==> src/design/rvild_pkg.sv <==
// ----------------------------------------------------------------------------
// RV32I lowering decoder package
// Opcode constants, operation codes and the decoded operation record.
// ----------------------------------------------------------------------------
package rvild_pkg;

    localparam logic [6:0] OPC_LUI    = 7'h37;
    localparam logic [6:0] OPC_AUIPC  = 7'h17;
    localparam logic [6:0] OPC_OP_IMM = 7'h13;
    localparam logic [6:0] OPC_OP     = 7'h33;
    localparam logic [6:0] OPC_LOAD   = 7'h03;
    localparam logic [6:0] OPC_STORE  = 7'h23;
    localparam logic [6:0] OPC_BRANCH = 7'h63;
    localparam logic [6:0] OPC_JAL    = 7'h6F;
    localparam logic [6:0] OPC_JALR   = 7'h67;

    localparam logic [6:0] F7_BASE = 7'h00;
    localparam logic [6:0] F7_ALT  = 7'h20;

    localparam logic [2:0] F3_ADD    = 3'd0;
    localparam logic [2:0] F3_SLL    = 3'd1;
    localparam logic [2:0] F3_SR     = 3'd5;
    localparam logic [2:0] F3_BR_RA  = 3'd2;
    localparam logic [2:0] F3_BR_RB  = 3'd3;

    typedef enum logic [3:0] {
        KIND_CONST  = 4'd0,
        KIND_ALUR   = 4'd1,
        KIND_ALUI   = 4'd2,
        KIND_SHIFTI = 4'd3,
        KIND_LOAD   = 4'd4,
        KIND_STORE  = 4'd5,
        KIND_BRANCH = 4'd6,
        KIND_JAL    = 4'd7,
        KIND_JALR   = 4'd8
    } kind_t;

    typedef enum logic [3:0] {
        ALU_ADD  = 4'd0,
        ALU_SUB  = 4'd1,
        ALU_XOR  = 4'd2,
        ALU_OR   = 4'd3,
        ALU_AND  = 4'd4,
        ALU_SHL  = 4'd5,
        ALU_SHR  = 4'd6,
        ALU_SAR  = 4'd7,
        ALU_SLT  = 4'd8,
        ALU_SLTU = 4'd9
    } alu_t;

    typedef enum logic [2:0] {
        COND_EQ  = 3'd0,
        COND_NE  = 3'd1,
        COND_LT  = 3'd2,
        COND_GE  = 3'd3,
        COND_LTU = 3'd4,
        COND_GEU = 3'd5
    } cond_t;

    typedef struct packed {
        logic        accepted;
        kind_t       op_kind;
        alu_t        alu_op;
        cond_t       branch_cond;
        logic [4:0]  dest_reg;
        logic [4:0]  src1_reg;
        logic [4:0]  src2_reg;
        logic [31:0] resolved_imm;
        logic [31:0] link_value;
        logic [1:0]  mem_size_log;
        logic        mem_signed;
        logic        pc_redirect;
    } decode_t;

endpackage

==> src/design/rvild_decode.sv <==
// ----------------------------------------------------------------------------
// RV32I lowering decoder: decode logic
// Combinational decode of one registered instruction into a decode_t record.
// ----------------------------------------------------------------------------
module rvild_decode (
    input  logic [31:0]        instruction,
    input  logic [31:0]        fetch_address,
    input  logic [2:0]         instr_length,
    output rvild_pkg::decode_t dec
);
    import rvild_pkg::*;

    logic [6:0]  opcode;
    logic [4:0]  rd;
    logic [2:0]  f3;
    logic [4:0]  rs1;
    logic [4:0]  rs2;
    logic [6:0]  f7;
    logic [31:0] imm_i;
    logic [31:0] imm_s;
    logic [31:0] imm_b;
    logic [31:0] imm_j;
    logic [31:0] imm_u;
    logic [31:0] target_offset;
    logic [31:0] target_sum;
    logic [31:0] link_sum;
    decode_t     raw;

    // The shared base field decode has the same alu mapping for OP and OP-IMM.
    function automatic alu_t alu_of_f3(input logic [2:0] code);
        alu_t res;
        case (code)
            3'd0:    res = ALU_ADD;
            3'd1:    res = ALU_SHL;
            3'd2:    res = ALU_SLT;
            3'd3:    res = ALU_SLTU;
            3'd4:    res = ALU_XOR;
            3'd5:    res = ALU_SHR;
            3'd6:    res = ALU_OR;
            default: res = ALU_AND;
        endcase
        return res;
    endfunction

    function automatic cond_t cond_of_f3(input logic [2:0] code);
        cond_t res;
        case (code)
            3'd0:    res = COND_EQ;
            3'd1:    res = COND_NE;
            3'd4:    res = COND_LT;
            3'd5:    res = COND_GE;
            3'd6:    res = COND_LTU;
            3'd7:    res = COND_GEU;
            default: res = COND_EQ;
        endcase
        return res;
    endfunction

    assign opcode = instruction[6:0];
    assign rd     = instruction[11:7];
    assign f3     = instruction[14:12];
    assign rs1    = instruction[19:15];
    assign rs2    = instruction[24:20];
    assign f7     = instruction[31:25];

    assign imm_i = {{20{instruction[31]}}, instruction[31:20]};
    assign imm_s = {{20{instruction[31]}}, instruction[31:25], instruction[11:7]};
    assign imm_b = {{19{instruction[31]}}, instruction[31], instruction[7],
                    instruction[30:25], instruction[11:8], 1'b0};
    assign imm_j = {{11{instruction[31]}}, instruction[31], instruction[19:12],
                    instruction[20], instruction[30:21], 1'b0};
    assign imm_u = {instruction[31:12], 12'b0};

    // One adder serves the AUIPC sum and the branch and JAL targets.
    always_comb
    begin
        case (opcode)
            OPC_AUIPC:  target_offset = imm_u;
            OPC_BRANCH: target_offset = imm_b;
            default:    target_offset = imm_j;
        endcase
    end

    assign target_sum = fetch_address + target_offset;
    assign link_sum   = fetch_address + {29'b0, instr_length};

    always_comb
    begin
        raw          = '0;
        raw.accepted = 1'b1;
        case (opcode)
            OPC_LUI:
            begin
                raw.op_kind      = KIND_CONST;
                raw.dest_reg     = rd;
                raw.resolved_imm = imm_u;
            end
            OPC_AUIPC:
            begin
                raw.op_kind      = KIND_CONST;
                raw.dest_reg     = rd;
                raw.resolved_imm = target_sum;
            end
            OPC_OP_IMM:
            begin
                raw.dest_reg = rd;
                raw.src1_reg = rs1;
                if (f3 == F3_SLL || f3 == F3_SR)
                begin
                    raw.op_kind      = KIND_SHIFTI;
                    raw.resolved_imm = {27'b0, rs2};
                    if (f7 == F7_BASE)
                        raw.alu_op = (f3 == F3_SLL) ? ALU_SHL : ALU_SHR;
                    else if (f7 == F7_ALT && f3 == F3_SR)
                        raw.alu_op = ALU_SAR;
                    else
                        raw.accepted = 1'b0;
                end
                else
                begin
                    raw.op_kind      = KIND_ALUI;
                    raw.alu_op       = alu_of_f3(f3);
                    raw.resolved_imm = imm_i;
                end
            end
            OPC_OP:
            begin
                raw.op_kind  = KIND_ALUR;
                raw.dest_reg = rd;
                raw.src1_reg = rs1;
                raw.src2_reg = rs2;
                if (f7 == F7_BASE)
                    raw.alu_op = alu_of_f3(f3);
                else if (f7 == F7_ALT && f3 == F3_ADD)
                    raw.alu_op = ALU_SUB;
                else if (f7 == F7_ALT && f3 == F3_SR)
                    raw.alu_op = ALU_SAR;
                else
                    raw.accepted = 1'b0;
            end
            OPC_LOAD:
            begin
                raw.op_kind      = KIND_LOAD;
                raw.dest_reg     = rd;
                raw.src1_reg     = rs1;
                raw.resolved_imm = imm_i;
                raw.mem_size_log = f3[1:0];
                raw.mem_signed   = ~f3[2];
            end
            OPC_STORE:
            begin
                raw.op_kind      = KIND_STORE;
                raw.src1_reg     = rs1;
                raw.src2_reg     = rs2;
                raw.resolved_imm = imm_s;
                raw.mem_size_log = f3[1:0];
            end
            OPC_BRANCH:
            begin
                raw.op_kind      = KIND_BRANCH;
                raw.branch_cond  = cond_of_f3(f3);
                raw.src1_reg     = rs1;
                raw.src2_reg     = rs2;
                raw.resolved_imm = target_sum;
                if (f3 == F3_BR_RA || f3 == F3_BR_RB)
                    raw.accepted = 1'b0;
            end
            OPC_JAL:
            begin
                raw.op_kind      = KIND_JAL;
                raw.dest_reg     = rd;
                raw.resolved_imm = target_sum;
                raw.link_value   = link_sum;
                raw.pc_redirect  = 1'b1;
            end
            OPC_JALR:
            begin
                raw.op_kind      = KIND_JALR;
                raw.dest_reg     = rd;
                raw.src1_reg     = rs1;
                raw.resolved_imm = imm_i;
                raw.link_value   = link_sum;
                raw.pc_redirect  = 1'b1;
            end
            default:
            begin
                raw.accepted = 1'b0;
            end
        endcase
    end

    // A rejected encoding shows every field as zero.
    assign dec = raw.accepted ? raw : '0;

endmodule

==> src/design/rv32i_instruction_lowering_decoder_core.sv <==
// ----------------------------------------------------------------------------
// RV32I lowering decoder core: one decode pass between two registers.
// Throughput one instruction per cycle unless result_ready stalls the output.
// Reset (rst_n low) empties both pipeline stages; payload registers are not reset.
// ----------------------------------------------------------------------------
module rv32i_instruction_lowering_decoder_core (
    input  logic        clk,
    input  logic        rst_n,

    input  logic        instr_valid,
    output logic        instr_ready,
    input  logic [31:0] instruction,
    input  logic [31:0] fetch_address,
    input  logic [2:0]  instr_length,

    output logic        result_valid,
    input  logic        result_ready,
    output logic        accepted,
    output logic [3:0]  op_kind,
    output logic [3:0]  alu_op,
    output logic [2:0]  branch_cond,
    output logic [4:0]  dest_reg,
    output logic [4:0]  src1_reg,
    output logic [4:0]  src2_reg,
    output logic [31:0] resolved_imm,
    output logic [31:0] link_value,
    output logic [1:0]  mem_size_log,
    output logic        mem_signed,
    output logic        pc_redirect
);
    import rvild_pkg::*;

    // The input stage holds the raw instruction beat. The decode logic works
    // on that register and its record lands in the result register. Both
    // stages move together like a two-deep pipeline, so a new beat can enter
    // each cycle while the result side is draining.
    logic        stage_valid_reg;
    logic        stage_valid_next;
    logic [31:0] instr_reg;
    logic [31:0] addr_reg;
    logic [2:0]  len_reg;

    logic        result_valid_reg;
    logic        result_valid_next;
    decode_t     result_reg;
    decode_t     decoded;

    logic        result_load;
    logic        stage_load;

    // The result register takes a new record whenever it is empty or its
    // current beat leaves in this cycle.
    assign result_load = !result_valid_reg || result_ready;

    // The input stage can take a beat when it is empty or when its content
    // moves on into the result register.
    assign instr_ready = !stage_valid_reg || result_load;
    assign stage_load  = instr_valid && instr_ready;

    always_comb
    begin
        stage_valid_next = stage_valid_reg;
        if (instr_ready)
            stage_valid_next = instr_valid;
    end

    always_comb
    begin
        result_valid_next = result_valid_reg;
        if (result_load)
            result_valid_next = stage_valid_reg;
    end

    rvild_decode u_decode (
        .instruction   (instr_reg),
        .fetch_address (addr_reg),
        .instr_length  (len_reg),
        .dec           (decoded)
    );

    // Control state: the two valid flags.
    always_ff @(posedge clk or negedge rst_n)
    begin
        if (!rst_n)
        begin
            stage_valid_reg  <= 1'b0;
            result_valid_reg <= 1'b0;
        end
        else
        begin
            stage_valid_reg  <= stage_valid_next;
            result_valid_reg <= result_valid_next;
        end
    end

    // Payload registers need no reset; the valid flags qualify them.
    always_ff @(posedge clk)
    begin
        if (stage_load)
        begin
            instr_reg <= instruction;
            addr_reg  <= fetch_address;
            len_reg   <= instr_length;
        end
        if (result_load && stage_valid_reg)
            result_reg <= decoded;
    end

    assign result_valid = result_valid_reg;
    assign accepted     = result_reg.accepted;
    assign op_kind      = result_reg.op_kind;
    assign alu_op       = result_reg.alu_op;
    assign branch_cond  = result_reg.branch_cond;
    assign dest_reg     = result_reg.dest_reg;
    assign src1_reg     = result_reg.src1_reg;
    assign src2_reg     = result_reg.src2_reg;
    assign resolved_imm = result_reg.resolved_imm;
    assign link_value   = result_reg.link_value;
    assign mem_size_log = result_reg.mem_size_log;
    assign mem_signed   = result_reg.mem_signed;
    assign pc_redirect  = result_reg.pc_redirect;

endmodule

==> config.mk <==
export PLATFORM = sky130hd
export DESIGN_NAME = rv32i_instruction_lowering_decoder_core
export DESIGN_NICKNAME = d
export VERILOG_FILES = /design/src/design/rvild_pkg.sv /design/src/design/rvild_decode.sv /design/src/design/rv32i_instruction_lowering_decoder_core.sv
export SDC_FILE = /design/constraint.sdc
export NUM_CORES = 1
export LEC_CHECK = 0
export BUFFER_PORTS_ARGS = -buffer_cell sky130_fd_sc_hd__buf_2
export CAP_MARGIN = 10
export CORE_MARGIN = 10
export CORE_UTILIZATION = 30
export DETAILED_ROUTE_END_ITERATION = 8
export HOLD_SLACK_MARGIN = 0.08
export MAX_ROUTING_LAYER = met4
export PLACE_DENSITY = 0.47
export SYNTH_ARGS = -nofsm -noshare
export SYNTH_HDL_FRONTEND = slang
export SYNTH_SLANG_ARGS = --single-unit
==> constraint.sdc <==
create_clock -name clk -period 8.8 [get_ports clk]
set_input_delay 0.88 -clock clk [delete_from_list [all_inputs] [get_ports clk]]
set_output_delay 0.88 -clock clk [all_outputs]
set_load 0.01 [all_outputs]
==> results.sh <==
export IMPL_coreArea_mm2=0.0286
export IMPL_critPathCaptureType="register"
export IMPL_final_hold_violation_count=0
export IMPL_ys_types=66
export IMPL_outcome="completed"
export IMPL_path_clk_slew_ns=0.07
export IMPL_grt_pass1_vias=6566
export IMPL_wl_met1_um=13100
export IMPL_slowest_stage="edfxtp_1"
export IMPL_grt_antenna_before_repair=1
export IMPL_synthCells=768
export IMPL_grt_pass1_wl_um=40600
export IMPL_setup_tns_final_ns=0
export IMPL_cts_sinks=164
export IMPL_tritoncts="yes"
export IMPL_hold_class="in -> async"
export IMPL_arrival_ns=4.53
export IMPL_p_comb_share_pct=14.7
export IMPL_synth_compound_area_share_pct=14.7
export IMPL_fin_util_pct=36.6
export IMPL_fmax_mhz=229
export IMPL_intPower_w=0.00141
export IMPL_dp_cells=1291
export IMPL_register_area_mm2=0.00491
export IMPL_p_leak_nw=4.17
export IMPL_num_antenna_cells=0
export IMPL_dp_hpwl_um=19600
export IMPL_r2r_end="resolved_imm[28]"
export IMPL_area_growth_pct=20.3
export IMPL_drtPass1Iterations=6
export IMPL_synth_simple_area_share_pct=16.1
export IMPL_irDropWorstVdd_mv=0.113
export IMPL_clk_path_buf_depth=2
export IMPL_globalplace_congestion=0.903
export IMPL_yosys_area_share_xor_xnor_pct=5.03
export IMPL_cts_setup_buffers=0
export IMPL_maxSlewHeadroom_pct=35.7
export IMPL_nets=1033
export IMPL_pwr_share_clk_pct=36.4
export IMPL_post_dp_cell_area_mm2=0.00992
export IMPL_synthAdderAreaFrac_pct=5.35
export IMPL_cts_root_buf="clkbuf_16"
export IMPL_ant_nets=0
export IMPL_slowest_delay_ns=0.76
export IMPL_swShare_pct=28.3
export IMPL_ctsResizeCount=0
export IMPL_wl_per_cell_um=20.0
export IMPL_instances_no_fill=1323
export IMPL_r2r_slack_ns=4.43
export IMPL_fin_area_mm2=0.0105
export IMPL_grt_use_total_pct=15.0
export IMPL_timing_final_crit_share_pct=49.7
export IMPL_syn_area_per_cell_um2=11.3
export IMPL_yosysWarnings=0
export IMPL_die_h_um=190
export IMPL_path_cells="nand3b_1 -> nor3_2 -> nor2_1 -> a22o_1 -> ha_1 -> a211o_1 -> a21oi_1 -> o211ai_1 -> a211oi_1 -> o21ai_1 -> a41oi_1 -> xor2_1 -> o21ai_0"
export IMPL_netSwitchingPower_w=0.000554
export IMPL_wl_met3_um=1040
export IMPL_vias_per_cell=4.90
export IMPL_fill_cells=2857
export IMPL_final_common_cell="buf_2"
export IMPL_syn_nets=875
export IMPL_grt_ovfl_total=0
export IMPL_min_period_ns=4.37
export IMPL_drive_gt1_share_pct=23.5
export IMPL_rsz0062_at_grt="no"
export IMPL_io_pins=168
export IMPL_crit_start="instr_reg[5]"
export IMPL_drt_iter0_markers=525
export IMPL_post_synth_mux_area_share_pct=0.115
export IMPL_htree_levels=4
export IMPL_route_top_layer_used="met4"
export IMPL_cts_made_buffers=17
export IMPL_worstSetupStartpointType="register"
export IMPL_mostFrequentLayoutCells="buf_2 (167), edfxtp_1 (162), nor2_1 (79)"
export IMPL_crit_end="resolved_imm[28]"
export IMPL_crit_required_ns=8.96
export IMPL_grt_max_degree=69
export IMPL_netlist_area_mm2=0.00870
export IMPL_die_area_mm2=0.0362
export IMPL_start_util_pct=30.4
export IMPL_synth_ff_type="edfxtp_1"
export IMPL_met2WireLength_um=11800
export IMPL_maxCapViolCount=0
export IMPL_synth_edff_count=162
export IMPL_seqPwrFrac_pct=48.9
export IMPL_cts_hold_buffers=0
export IMPL_crit_fanout=19
export IMPL_ys_ff_latch=164
export IMPL_clock_latency_ns=0.43
export IMPL_power_density_mw_per_mm2=187
export IMPL_worstReg2RegStart="instr_reg[5]"
export IMPL_io_buffers=167
export IMPL_tightest_slew_ns=0.964
export IMPL_power_w=0.00196
export IMPL_multi_input_area_mm2=0.00360
export IMPL_drc=0
export IMPL_slew_viol_final=0
export IMPL_yosysSeqAreaShare_pct=56.5
export IMPL_routed_wl_um=26400
export IMPL_async_flop_share_pct=1.22
export IMPL_crit_type="reg -> reg"
export IMPL_synth_top_family_by_area="simple AND/OR/NAND/NOR gates"
export IMPL_vias=6477
export IMPL_fin_skew_ns=0.0114
export IMPL_setup_viol=0
export IMPL_worst_r2r_cell_count=13
export IMPL_rows=62
export IMPL_die_w_um=190
synth_stat cells, types with 4 or more instances:
library cell | instances | share of area, %
xnor2_1 | 20 | 2.0
nand2b_1 | 10 | 0.72
and3_1 | 12 | 0.86
nand3b_1 | 5 | 0.43
a21oi_1 | 51 | 2.9
a22o_1 | 5 | 0.50
or3_1 | 6 | 0.43
o31ai_1 | 4 | 0.35
o211ai_1 | 4 | 0.35
o21ai_0 | 30 | 1.7
o21a_1 | 5 | 0.43
and2_1 | 29 | 2.1
nor3_1 | 11 | 0.63
o21bai_1 | 4 | 0.35
a221oi_1 | 10 | 1.0
edfxtp_1 | 162 | 56
buf_2 | 7 | 0.40
nand4_1 | 9 | 0.65
a22oi_1 | 7 | 0.60
a211oi_1 | 5 | 0.43
nor2b_1 | 14 | 1.0
inv_1 | 11 | 0.47
nor2_1 | 79 | 3.4
o21ai_1 | 9 | 0.52
a21o_1 | 31 | 2.7
a31oi_1 | 6 | 0.43
xor2_1 | 30 | 3.0
ha_1 | 34 | 4.9
nand2_1 | 67 | 2.9
nand3_1 | 17 | 0.98
nand4b_1 | 4 | 0.40
clkbuf_1 | 25 | 1.1
routing by layer:
metal / vias up / global-route usage [%]
li1: 3176 / -
met1: 3107 / 20.9
met2: 174 / 21.8
met3: 20 / 2.56
met4: 0 / 4.54
met5: - / -
power groups by stage:
stage | logic, W | clock network (W) | registers (W)
final | 0.000288 | 0.000713 | 0.000959
after global routing | 0.000321 | 0.000763 | 0.000965
after CTS | 0.000291 | 0.000731 | 0.000960
after detailed placement | 0.000289 | 0 | 0.000976
after global placement | 0.000290 | 0 | 0.000977
after floorplan | 0.000185 | 0 | 0.000971
cells by family (layout without fill, tap and decap cells):
| kind of cell | Yosys count | after routing |
|---|---|---|
| AO/OA/AOI/OAI | 191 | 191 |
| XOR/XNOR | 50 | 50 |
| adder cells (fa/ha/maj) | 36 | 36 |
| buffers and inverters | 47 | 218 |
| flip-flops | 164 | 164 |
| multiplexers | 1 | 1 |
| AND/OR/NAND/NOR | 279 | 279 |
layout make-up:
type	count	area share, %
Timing Repair Buffer	173	8.42
Tap cell	384	4.59
Clock buffer	20	4.27
Clock inverter	12	0.909
Sequential cell	164	47.0
Multi-Input combinational cell	557	34.4
Inverter	13	0.466
stage by stage:
stage,hold WS (ns),setup WS [ns]
final,0.214,4.43
after global routing,0.195,4.02
after CTS,0.199,4.45
after detailed placement,0.486,4.47
after global placement,0.481,4.62
after floorplan,0.449,5.04
worst min-delay path by stage:
| stage | slack, ns | endpoint | cells after the start | start |
|---|---|---|---|---|
| final | 0.21 | stage_valid_reg | 1 | rst_n |
| after global routing | 0.20 | stage_valid_reg | 1 | rst_n |
| after CTS | 0.20 | stage_valid_reg | 1 | rst_n |
| after detailed placement | 0.49 | result_valid | 1 | stage_valid_reg |
| after global placement | 0.48 | result_valid | 1 | stage_valid_reg |
| after floorplan | 0.45 | result_valid | 1 | stage_valid_reg |
critical path: cells and delay by family (launching register included):
family                   cells  cell delay, ns
AND/OR/NAND/NOR              3            0.90
flip-flops                   1            0.76
adder cells (fa/ha/maj)      1            0.29
AO/OA/AOI/OAI                8            2.00
XOR/XNOR                     1            0.15
(Power assumes the default switching activity.)
